<file path="config.mk">
export PLATFORM = sky130hd
export DESIGN_NAME = der_signature_to_raw_core
export DESIGN_NICKNAME = d
export VERILOG_FILES = /design/src/hw/rtl/der2r_pkg.sv /design/src/hw/rtl/der2r_parse.sv /design/src/hw/rtl/der_signature_to_raw_core.sv
export SDC_FILE = /design/constraint.sdc
export NUM_CORES = 2
export LEC_CHECK = 0
export ABC_AREA = 1
export BUFFER_PORTS_ARGS = -buffer_cell sky130_fd_sc_hd__clkbuf_2
export CAP_MARGIN = 0
export CORE_ASPECT_RATIO = 1.75
export CORE_MARGIN = 5
export CORE_UTILIZATION = 41
export DETAILED_ROUTE_END_ITERATION = 10
export SLEW_MARGIN = 10
export SYNTH_ARGS = -nofsm -noshare
export SYNTH_HDL_FRONTEND = slang
export SYNTH_SLANG_ARGS = --single-unit
</file>
<file path="constraint.sdc">
create_clock -name aclk -period 37.8 [get_ports aclk]
set_input_delay 0 -clock aclk [delete_from_list [all_inputs] [get_ports aclk]]
set_output_delay 0 -clock aclk [all_outputs]
set_load 0.02 [all_outputs]
</file>
<file path="src/hw/rtl/der2r_pkg.sv">
// Shared types and constants for the DER signature to raw r||s converter.
`timescale 1ns / 1ps

package der2r_pkg;

    // Status codes carried with every result word.
    localparam logic [2:0] ST_OK       = 3'd0;
    localparam logic [2:0] ST_SEQ_TAG  = 3'd1;
    localparam logic [2:0] ST_INT_TAG  = 3'd2;
    localparam logic [2:0] ST_LONG_LEN = 3'd3;
    localparam logic [2:0] ST_TOO_LONG = 3'd4;
    localparam logic [2:0] ST_TRUNC    = 3'd5;

    // DER tags and limits.
    localparam logic [7:0] TAG_SEQUENCE = 8'h30;
    localparam logic [7:0] TAG_INTEGER  = 8'h02;
    localparam logic [7:0] SHORT_LEN_MAX = 8'h7f;
    localparam logic [7:0] ZERO_BYTE    = 8'h00;

    // Raw output layout: eight 64-bit words of r||s.
    localparam int OUT_WORDS = 8;
    localparam int WORD_BITS = 64;
    localparam int RAW_BITS  = OUT_WORDS * WORD_BITS;

    // Reported by the parser when the final byte of a signature is taken.
    typedef struct packed {
        logic       fire;
        logic [2:0] status;
    } done_t;

endpackage

</file>
<file path="src/hw/rtl/der2r_parse.sv">
// DER parser: tag and length checks, zero stripping and the r and s field shift registers.
`timescale 1ns / 1ps

module der2r_parse #(
    parameter int INT_BYTES = 32
) (
    input  logic                       aclk,
    input  logic                       aresetn,
    input  logic                       take,
    input  logic [7:0]                 byte_in,
    input  logic                       last_in,
    output der2r_pkg::done_t           done,
    output logic [2*INT_BYTES*8-1:0]   sig_next
);

    localparam int FB = INT_BYTES * 8;

    localparam logic [2:0] PH_SEQ_TAG = 3'd0;
    localparam logic [2:0] PH_SEQ_LEN = 3'd1;
    localparam logic [2:0] PH_INT_TAG = 3'd2;
    localparam logic [2:0] PH_INT_LEN = 3'd3;
    localparam logic [2:0] PH_INT_VAL = 3'd4;
    localparam logic [2:0] PH_DONE    = 3'd5;

    logic [2:0]    phase_reg, phase_next;
    logic          second_reg, second_next;
    logic [6:0]    left_reg, left_next;
    logic          strip_reg, strip_next;
    logic [2:0]    err_reg, err_next;
    logic [FB-1:0] r_reg, r_next;
    logic [FB-1:0] s_reg, s_next;

    logic [FB-1:0] cur_field;
    logic [FB+7:0] shift_cat;
    logic [FB-1:0] shifted;

    assign cur_field = second_reg ? s_reg : r_reg;
    assign shift_cat = {cur_field, byte_in};
    assign shifted   = shift_cat[FB-1:0];

    always_comb begin
        phase_next  = phase_reg;
        second_next = second_reg;
        left_next   = left_reg;
        strip_next  = strip_reg;
        err_next    = err_reg;
        r_next      = r_reg;
        s_next      = s_reg;
        done.fire   = 1'b0;
        done.status = der2r_pkg::ST_OK;

        if (take && (err_reg == der2r_pkg::ST_OK)) begin
            unique case (phase_reg)
                PH_SEQ_TAG: begin
                    if (byte_in != der2r_pkg::TAG_SEQUENCE) begin
                        err_next = der2r_pkg::ST_SEQ_TAG;
                    end else begin
                        phase_next = PH_SEQ_LEN;
                    end
                end
                PH_SEQ_LEN: begin
                    phase_next = PH_INT_TAG;
                end
                PH_INT_TAG: begin
                    if (byte_in != der2r_pkg::TAG_INTEGER) begin
                        err_next = der2r_pkg::ST_INT_TAG;
                    end else begin
                        if (second_reg) begin
                            s_next = '0;
                        end else begin
                            r_next = '0;
                        end
                        phase_next = PH_INT_LEN;
                    end
                end
                PH_INT_LEN: begin
                    if (byte_in > der2r_pkg::SHORT_LEN_MAX) begin
                        err_next = der2r_pkg::ST_LONG_LEN;
                    end else begin
                        left_next  = byte_in[6:0];
                        strip_next = 1'b1;
                        if (byte_in[6:0] == 7'd0) begin
                            second_next = 1'b1;
                            phase_next  = second_reg ? PH_DONE : PH_INT_TAG;
                        end else begin
                            phase_next = PH_INT_VAL;
                        end
                    end
                end
                PH_INT_VAL: begin
                    left_next = left_reg - 7'd1;
                    if (!(strip_reg && (byte_in == der2r_pkg::ZERO_BYTE))) begin
                        strip_next = 1'b0;
                        // A value byte with the field already full overflows it.
                        if (cur_field[FB-1 -: 8] != der2r_pkg::ZERO_BYTE) begin
                            err_next = der2r_pkg::ST_TOO_LONG;
                        end else if (second_reg) begin
                            s_next = shifted;
                        end else begin
                            r_next = shifted;
                        end
                    end
                    if ((err_next == der2r_pkg::ST_OK) && (left_next == 7'd0)) begin
                        second_next = 1'b1;
                        phase_next  = second_reg ? PH_DONE : PH_INT_TAG;
                    end
                end
                default: begin
                end
            endcase
        end

        if (take && last_in) begin
            done.fire = 1'b1;
            if ((err_next == der2r_pkg::ST_OK) && (phase_next != PH_DONE)) begin
                done.status = der2r_pkg::ST_TRUNC;
            end else begin
                done.status = err_next;
            end
            phase_next  = PH_SEQ_TAG;
            second_next = 1'b0;
            left_next   = 7'd0;
            strip_next  = 1'b1;
            err_next    = der2r_pkg::ST_OK;
        end
    end

    assign sig_next = {r_next, s_next};

    always_ff @(posedge aclk) begin
        if (!aresetn) begin
            phase_reg  <= PH_SEQ_TAG;
            second_reg <= 1'b0;
            left_reg   <= 7'd0;
            strip_reg  <= 1'b1;
            err_reg    <= der2r_pkg::ST_OK;
            r_reg      <= '0;
            s_reg      <= '0;
        end else begin
            phase_reg  <= phase_next;
            second_reg <= second_next;
            left_reg   <= left_next;
            strip_reg  <= strip_next;
            err_reg    <= err_next;
            r_reg      <= r_next;
            s_reg      <= s_next;
        end
    end

endmodule

</file>
<file path="src/hw/rtl/der_signature_to_raw_core.sv">
// Top level of the DER ECDSA signature to raw r||s converter.
`timescale 1ns / 1ps
//
// Channel | Dir | Word contents
// s_      | in  | tdata[7:0] DER byte, tlast marks the final byte of a signature
// m_      | out | tdata[63:0] raw word, tdata[66:64] word index,
//         |     | tuser status, tlast marks the final word of a signature
//
// One DER byte is taken per cycle. The final byte of a signature copies r||s
// into an output buffer that drains one word per cycle while m_tready is high:
// eight words, or one status word on error. Next-signature bytes flow during the
// drain; only its final byte waits until the buffer's last word is taken.
// Reset is synchronous, active low, and leaves the parser expecting a tag.

module der_signature_to_raw_core #(
    parameter int INT_BYTES = 32
) (
    input  logic        aclk,
    input  logic        aresetn,
    input  logic        s_tvalid,
    output logic        s_tready,
    input  logic [7:0]  s_tdata,   // [7:0] der_byte
    input  logic        s_tlast,
    output logic        m_tvalid,
    input  logic        m_tready,
    output logic [71:0] m_tdata,   // [63:0] raw_word, [66:64] word_index, rest zero
    output logic [2:0]  m_tuser,   // [2:0] status
    output logic        m_tlast
);

    localparam int SIG_BITS = 2 * INT_BYTES * 8;
    localparam int RAW_BITS = der2r_pkg::RAW_BITS;
    localparam int WB       = der2r_pkg::WORD_BITS;

    der2r_pkg::done_t      done;
    logic [SIG_BITS-1:0]   sig_next;
    logic [RAW_BITS-1:0]   window;
    logic                  s_take;

    logic                  busy_reg, busy_next;
    logic [RAW_BITS-1:0]   buf_reg, buf_next;
    logic [2:0]            idx_reg, idx_next;
    logic [2:0]            stat_reg, stat_next;
    logic                  final_word;
    logic                  m_take;

    der2r_parse #(
        .INT_BYTES (INT_BYTES)
    ) u_parse (
        .aclk     (aclk),
        .aresetn  (aresetn),
        .take     (s_take),
        .byte_in  (s_tdata),
        .last_in  (s_tlast),
        .done     (done),
        .sig_next (sig_next)
    );

    // The output always covers bytes 0..63 of r||s; missing bytes read as zero.
    generate
        if (SIG_BITS >= RAW_BITS) begin : g_wide
            assign window = sig_next[SIG_BITS-1 -: RAW_BITS];
        end else begin : g_narrow
            assign window = {sig_next, {(RAW_BITS - SIG_BITS){1'b0}}};
        end
    endgenerate

    assign final_word = (stat_reg != der2r_pkg::ST_OK) || (idx_reg == 3'd7);
    assign m_take     = busy_reg && m_tready;
    assign s_tready   = !busy_reg || !s_tlast || (m_tready && final_word);
    assign s_take     = s_tvalid && s_tready;

    always_comb begin
        busy_next = busy_reg;
        buf_next  = buf_reg;
        idx_next  = idx_reg;
        stat_next = stat_reg;
        if (done.fire) begin
            busy_next = 1'b1;
            idx_next  = 3'd0;
            stat_next = done.status;
            buf_next  = (done.status == der2r_pkg::ST_OK) ? window : '0;
        end else if (m_take) begin
            if (final_word) begin
                busy_next = 1'b0;
            end else begin
                idx_next = idx_reg + 3'd1;
                buf_next = {buf_reg[RAW_BITS-WB-1:0], {WB{1'b0}}};
            end
        end
    end

    always_ff @(posedge aclk) begin
        if (!aresetn) begin
            busy_reg <= 1'b0;
            idx_reg  <= 3'd0;
            stat_reg <= der2r_pkg::ST_OK;
        end else begin
            busy_reg <= busy_next;
            idx_reg  <= idx_next;
            stat_reg <= stat_next;
        end
    end

    always_ff @(posedge aclk) begin
        buf_reg <= buf_next;
    end

    assign m_tvalid = busy_reg;
    assign m_tdata  = {5'd0, idx_reg, buf_reg[RAW_BITS-1 -: WB]};
    assign m_tuser  = stat_reg;
    assign m_tlast  = final_word;

    // An error word is a single zero word at index zero.
    assert property (@(posedge aclk) disable iff (!aresetn)
        (m_tvalid && (m_tuser != der2r_pkg::ST_OK)) |->
            (m_tdata[63:0] == 64'd0) && (m_tdata[66:64] == 3'd0) && m_tlast)
        else $error("error word carries data or a nonzero index");

    // A good signature keeps its burst going until word seven.
    assert property (@(posedge aclk) disable iff (!aresetn)
        (m_tvalid && m_tready && !m_tlast) |=>
            (m_tvalid && (m_tdata[66:64] == $past(m_tdata[66:64]) + 3'd1)))
        else $error("result burst broke off early");

    // The final byte of a signature always starts a fresh result at index zero.
    assert property (@(posedge aclk) disable iff (!aresetn)
        (s_tvalid && s_tready && s_tlast) |=> (m_tvalid && (m_tdata[66:64] == 3'd0)))
        else $error("final byte did not start a result");

    // The final byte is never taken while an unfinished burst is pending.
    assert property (@(posedge aclk) disable iff (!aresetn)
        (s_tvalid && s_tready && s_tlast && m_tvalid) |-> (m_tready && m_tlast))
        else $error("final byte overran a pending burst");

endmodule

</file>
### After elaboration in Yosys (flattened, before gate mapping)

Cells that the tools add are included.

* bits in registers: 1046
* bits of input ports: 13
* output and inout bits: 78
* word-level logic and storage cells: 113

* add/subtract/negate cells: 2
* magnitude comparators: 1
* equal/unequal tests: 13
* mux-type cells: 50
* bitwise logic cells: 2
* reduce and logical (&&, ||, !) cells: 34

Operator list (number)
* $mux 256: 13
* $mux 512: 4
* $pmux 256 s2: 2
* $mux 3: 16
* $logic_not 3->1: 5
* $pmux 3 s5: 1
* $logic_not 7->1: 2
* $pmux 7 s2: 1
* $pmux 3 s4: 1
* $gt 8x7->1 const B: 1
* $logic_and 1x1->1: 8
* $logic_not 8->1: 1
* $mux 1: 8
* $ne 8x2->1 const B: 1
* $ne 8x6->1 const B: 1
* $reduce_bool 8->1: 1
* $mux 7: 1
* $sub 7x1->7 const B: 1
* $eq 3x2->1 const B: 2
* $eq 3x3->1 const B: 2
* $ne 2x2->1 const B: 3
* $reduce_and 2->1: 3
* $reduce_bool 2->1: 3
* $reduce_and 5->1: 1
* 13 further kinds: 20

### Logic depth before layout (Yosys ltp)

* depth in word-level cells: 19
* depth in mapped cells: 21
* depth with buffers taken out: 20

### Hierarchy

From an unflattened synthesis, not the netlist that was laid out.

* cell total of the unflattened synthesis: 5185
* area total of the unflattened synthesis: 44589.0 µm²

By module, submodules not included
* der_signature_to_raw_core: instances 1, cells an instance 2214, area an instance 22467.8 µm², seq. area each 15514.9 µm²
* der2r_parse: instances 1, cells an instance 2971, area an instance 22121.2 µm², seq. area each 10550.1 µm²

### Worst setup path after synthesis

Ideal clock, no wire load.

* path type: reg2reg
* start point: register idx_reg[0]
* end point: register buf_reg[0] (enable)
* library setup time: 3.670 ns
* data arrival time: 10.547 ns
* data required time: 34.130 ns
* slack: 23.583 ns
* stages on the path, launching flop included: 12
* buffers on the path: 3
* period minus slack after synthesis: 14.217 ns
* cell sequence: dfxtp_1 -> ha_1 -> ha_1 -> nor2_1 -> nand2_1 -> a21boi_2 -> nand2_2 -> nand3_1 -> buf_2 -> clkbuf_1 -> clkbuf_1 -> nand2_1

* cells in the longest elaborated chain, start to end: 9
* elaborated cells between the ends (all ways): 10
* classes of those cells: eq/ne: 2; mux: 1; reduce/logical: 7

RTL lines
* start: declaration: line der_signature_to_raw_core.sv:42 `logic [2:0] idx_reg, idx_next;`
* start signal: assignment: line der_signature_to_raw_core.sv:100 `idx_reg <= idx_next;`
* $eq 3x3->1 *: line der_signature_to_raw_core.sv:68 `assign final_word = (stat_reg != der2r_pkg::ST_OK) || (idx_reg == 3'd7);`
* $logic_or 1x1->1 *: line der_signature_to_raw_core.sv:68
* via m_tlast: line der_signature_to_raw_core.sv:28 `output logic m_tlast`
* $logic_and 1x1->1 *: line der_signature_to_raw_core.sv:70 `assign s_tready = !busy_reg || !s_tlast || (m_tready && final_word);`
* $logic_or 1x1->1 *: line der_signature_to_raw_core.sv:70
* via s_tready: line der_signature_to_raw_core.sv:21 `output logic s_tready,`
* $logic_and 1x1->1 *: line der_signature_to_raw_core.sv:71 `assign s_take = s_tvalid && s_tready;`
* $logic_and 1x1->1 *: line der2r_parse.sv:113 `if (take && last_in) begin`
* $mux 4 *: line der2r_parse.sv:113
* $ne 2x2->1 (no source line) / $reduce_bool 2->1 (equally long branches)
* $reduce_and 2->1 (no source line) *
* end signal: assignment: line der_signature_to_raw_core.sv:106 `buf_reg <= buf_next;`
* end: declaration: line der_signature_to_raw_core.sv:41 `logic [RAW_BITS-1:0] buf_reg, buf_next;`

The timed path passes the listed nets; every way through them passes the cells marked *.
A chain may end at the register's enable or synchronous reset.

### Worst setup path in the final report

* start point: register idx_reg[0]
* end point: register buf_reg[292], data pin

* cells in the longest elaborated chain, start to end: 14
* elaborated cells between the ends (all ways): 18
* classes of those cells: eq/ne: 2; mux: 7; reduce/logical: 9

RTL lines
* $eq 3x3->1 *: line der_signature_to_raw_core.sv:68
* $logic_or 1x1->1 *: line der_signature_to_raw_core.sv:68
* $logic_and 1x1->1 *: line der_signature_to_raw_core.sv:70
* $logic_or 1x1->1 *: line der_signature_to_raw_core.sv:70
* $logic_and 1x1->1 *: line der_signature_to_raw_core.sv:71
* $logic_and 1x1->1: line der2r_parse.sv:52 `if (take && (err_reg == der2r_pkg::ST_OK)) begin`
* $mux 3: line der2r_parse.sv:52
* $ne 3x3->1 / $logic_not 3->1 (equally long branches): line der2r_parse.sv:115 `if ((err_next == der2r_pkg::ST_OK) && (phase_next != PH_DONE)) begin`
* $logic_and 1x1->1: line der2r_parse.sv:115
* $mux 3: line der2r_parse.sv:115
* $mux 4: line der2r_parse.sv:113
* $logic_not 3->1: line der_signature_to_raw_core.sv:82 `buf_next = (done.status == der2r_pkg::ST_OK) ? window : '0;`
* $mux 512: line der_signature_to_raw_core.sv:82
* $mux 512 *: line der_signature_to_raw_core.sv:78 `if (done.fire) begin`
* via buf_next[292]: line der_signature_to_raw_core.sv:41

Marked as above.

==> flow_summary.toml <==
[run_status]
status = "finished, final reports clean"

[cells_and_area]
design_area_mm2 = 0.04835
fin_nets = 4990
utilization_pct = 44.12
syn2layout_area_growth_pct = 7.345
diodes = 0
drive_gt1_share_pct = 5.589
filler_cell_count = 10660
stdcell_count = 6513
largest_register_ffs = 512

[global_routing]
grt_pass1_vias = 32620
antenna_found_initial = 0
grtUsageTotal_pct = 17.85
grt-ovfl-total = 0
grt_pass1_wl_um = 172100
grt_max_degree = 209

[placement]
place_area_mm2 = 0.04531
dpl.cell_count = 6334
dpl.hpwl_um = 59430
portBuffers = 85
gp_congestion = 0.7800

[worst_setup_path]
crit_chain = "ha_1, ha_1, nor2_1, nand2_1, a21boi_2, nand2_2, nand3_4, dlygate4sd3_1, nor3_2, a21oi_2, nand2_1, nor2_4, buf_4, buf_12, buf_4, nand4_1, nand2_1"
critPathCaptureType = "flip-flop"
worstSetupPathType = "flip-flop to flip-flop"
cp-start-kind = "flip-flop"
cpMostUsedCell = "nand2_1"
cp_data_arrival_time_ns = 6.76
worstPathRequired_ns = 38.34
cpMaxStageDelayCell = "buf_4"
path_max_fanout = 202
crit_path_max_incr_delay_ns = 1.03

[floorplanning]
initial_utilization_pct = 41.10
fp.dieW_um = 260.5
coreArea_mm2 = 0.1096
io_pins = 91
die_h_um = 448.4
rows = 161
die_area_mm2 = 0.1168

[clocking]
cts.sinks = 1046
cts-root-buf = "clkbuf_16"
cts.clk_slew.worst_paths_ns = 0.07
cts_tree = "yes"
clock_latency_ns = 0.68
cts_buffer_depth = 3
cts_setup_buffers = 0
h-tree-depth = 3
numCtsBuffers = 90

[synth]
ys_seq_area_share_pct = 57.87
ys_seq_elements = 1046
synth_compound_area_share_pct = 7.579
synthMuxAreaShare_pct = 0
synth.cell_area_mm2 = 0.04504
synth_top_family_by_area = "simple AND/OR/NAND/NOR gates"
synth_area_per_cell_um2 = 8.685
synth-adder-area-share_pct = 0.1111
synth_xor_area_share_pct = 0.03889
syn_inst = 5186
synthSimpleGateAreaFrac_pct = 20.20
yosys_warnings = 0
synth_cell_types = 41

[sta]
slew_viol_final = 0
max_freq_mhz = 160.8
final.min_clock_period_ns = 6.220
grt_setup_unrepaired = "no"
fin_crit_sh_pct = 16.46
setup_violations = 0
clock_skew_ns = 0.02169
worstMarginPinSlew_ns = 1.315
slew_headroom_pct = 12.32
setup_tns_ns = 0
hold_viol_final = 0

[power]
p_leak_nw = 17.84
power_density_mw_per_mm2 = 50.60
peakVddDrop_uv = 41.97

[hold_path]
min_path_type = "input port to flip-flop"

[drt]
first_pass_iters = 8
antenna_left = 0
via_count = 32760
drc = 0
wl_per_cell_um = 16.30
totalWireLength_um = 106100
drt_iter0_drc = 2045
vias_per_cell = 5.030

[job]
drv_cap = 0
power breakdown:
part / leakage, nW / switching (mW) / internal [mW] / total [mW]
Sequential: 9.22 / 0.0163 / 1.24 / 1.26
Clock: 1.42 / 0.409 / 0.512 / 0.921
Combinational: 7.20 / 0.221 / 0.0453 / 0.266
cell type report:
| class | count | area, um^2 | area share (%) |
|---|---|---|---|
| Clock buffer | 138 | 2656 | 5.494 |
| Clock inverter | 27 | 239.0 | 0.4943 |
| Inverter | 1055 | 3968 | 8.207 |
| Multi-Input combinational cell | 2644 | 12660 | 26.20 |
| Sequential cell | 1046 | 26070 | 53.91 |
| Tap cell | 1467 | 1836 | 3.797 |
| Timing Repair Buffer | 136 | 918.4 | 1.900 |
cells in the final DEF, fill, tap and decap left out, drive strengths merged:
cell,count
inv,1058
nand2,968
nor2,629
dfxtp,534
edfxtp,512
o22ai,507
nand4,454
clkbuf,223
buf,37
nand3,22
o21ai,20
clkinv,18
dlygate4sd3,14
a21oi,7
a31oi,6
nor3,6
conb,5
ha,4
bufinv,4
nand3b,2
xor2,2
a22oi,2
nand2b,2
a211oi,2
clkinvlp,2
a21boi,1
nor4,1
and3,1
o21a,1
o211ai,1
o2111ai,1
through the flow:
stage / hold WS, ns / worst slack (ns) / total power [mW]
3_5_place_dp: 0.2915 / 32.10 / 1.550
3_3_place_gp: 0.2835 / 32.14 / 1.551
5_1_grt: 0.1641 / 31.27 / 2.541
2_1_floorplan: 0.1070 / 23.58 / 1.520
6_report: 0.1607 / 31.58 / 2.447
4_1_cts: 0.1113 / 31.74 / 2.474
worst max-delay path: cells and delay by family (launching register included):
kind            cells  cell delay, ns
compound gates      2            0.36
fa+ha+maj           2            0.39
buf+inv             4            3.23
flops               1            0.34
simple gates        9            1.45
path summary, 6_finish.rpt:
kind	start	slack (ns)	depth (start not counted)	to
min reg2reg	idx_reg[1]	0.49	2	idx_reg[1]
max	idx_reg[0]	31.58	17	buf_reg[292]
max reg2reg	idx_reg[0]	31.58	17	buf_reg[292]
min	s_tdata[0]	0.16	4	u_parse.left_reg[0]
cell families (layout without fill, tap and decap cells):
group | Yosys count | in the layout
simple gates | 2085 | 2085
buf+inv | 1500 | 1356
flops | 1046 | 1046
compound gates | 548 | 548
fa+ha+maj | 4 | 4
xor+xnor | 2 | 2
other cells | 1 | 5
Yosys cell counts (all sizes together):
master	n	share of area [%]
inv	1055	8.8
nand2	968	8.1
nor2	629	5.3
dfxtp	534	24
edfxtp	512	34
o22ai	507	7.0
nand4	454	6.3
buf	288	4.1
clkbuf	157	1.3
nand3	22	0.30
o21ai	20	0.22
a21oi	7	0.086
a31oi	6	0.083
nor3	6	0.089
ha	4	0.11
a211oi	2	0.033
a22oi	2	0.033
nand2b	2	0.028
nand3b	2	0.033
xor2	2	0.039
a21boi	1	0.025
and3	1	0.014
conb	1	0.0083
nor4	1	0.014
o2111ai	1	0.019
o211ai	1	0.017
o21a	1	0.017
per-layer routing:
metal,part of all wire (%),global-route usage [%],vias to the layer above
met1,40,20.62,15650
met3,3.7,2.304,145
li1,-,-,16320
met2,52,33.31,655
met4,3.8,7.049,0
met5,0,0,-
timing repair:
item / 4_1_cts / 5_1_grt
endpoints found under the hold margin: 44 / 0
hold buffers: 14 / 0
gates resized for setup: 0 / 0
(Power assumes the default switching activity.)
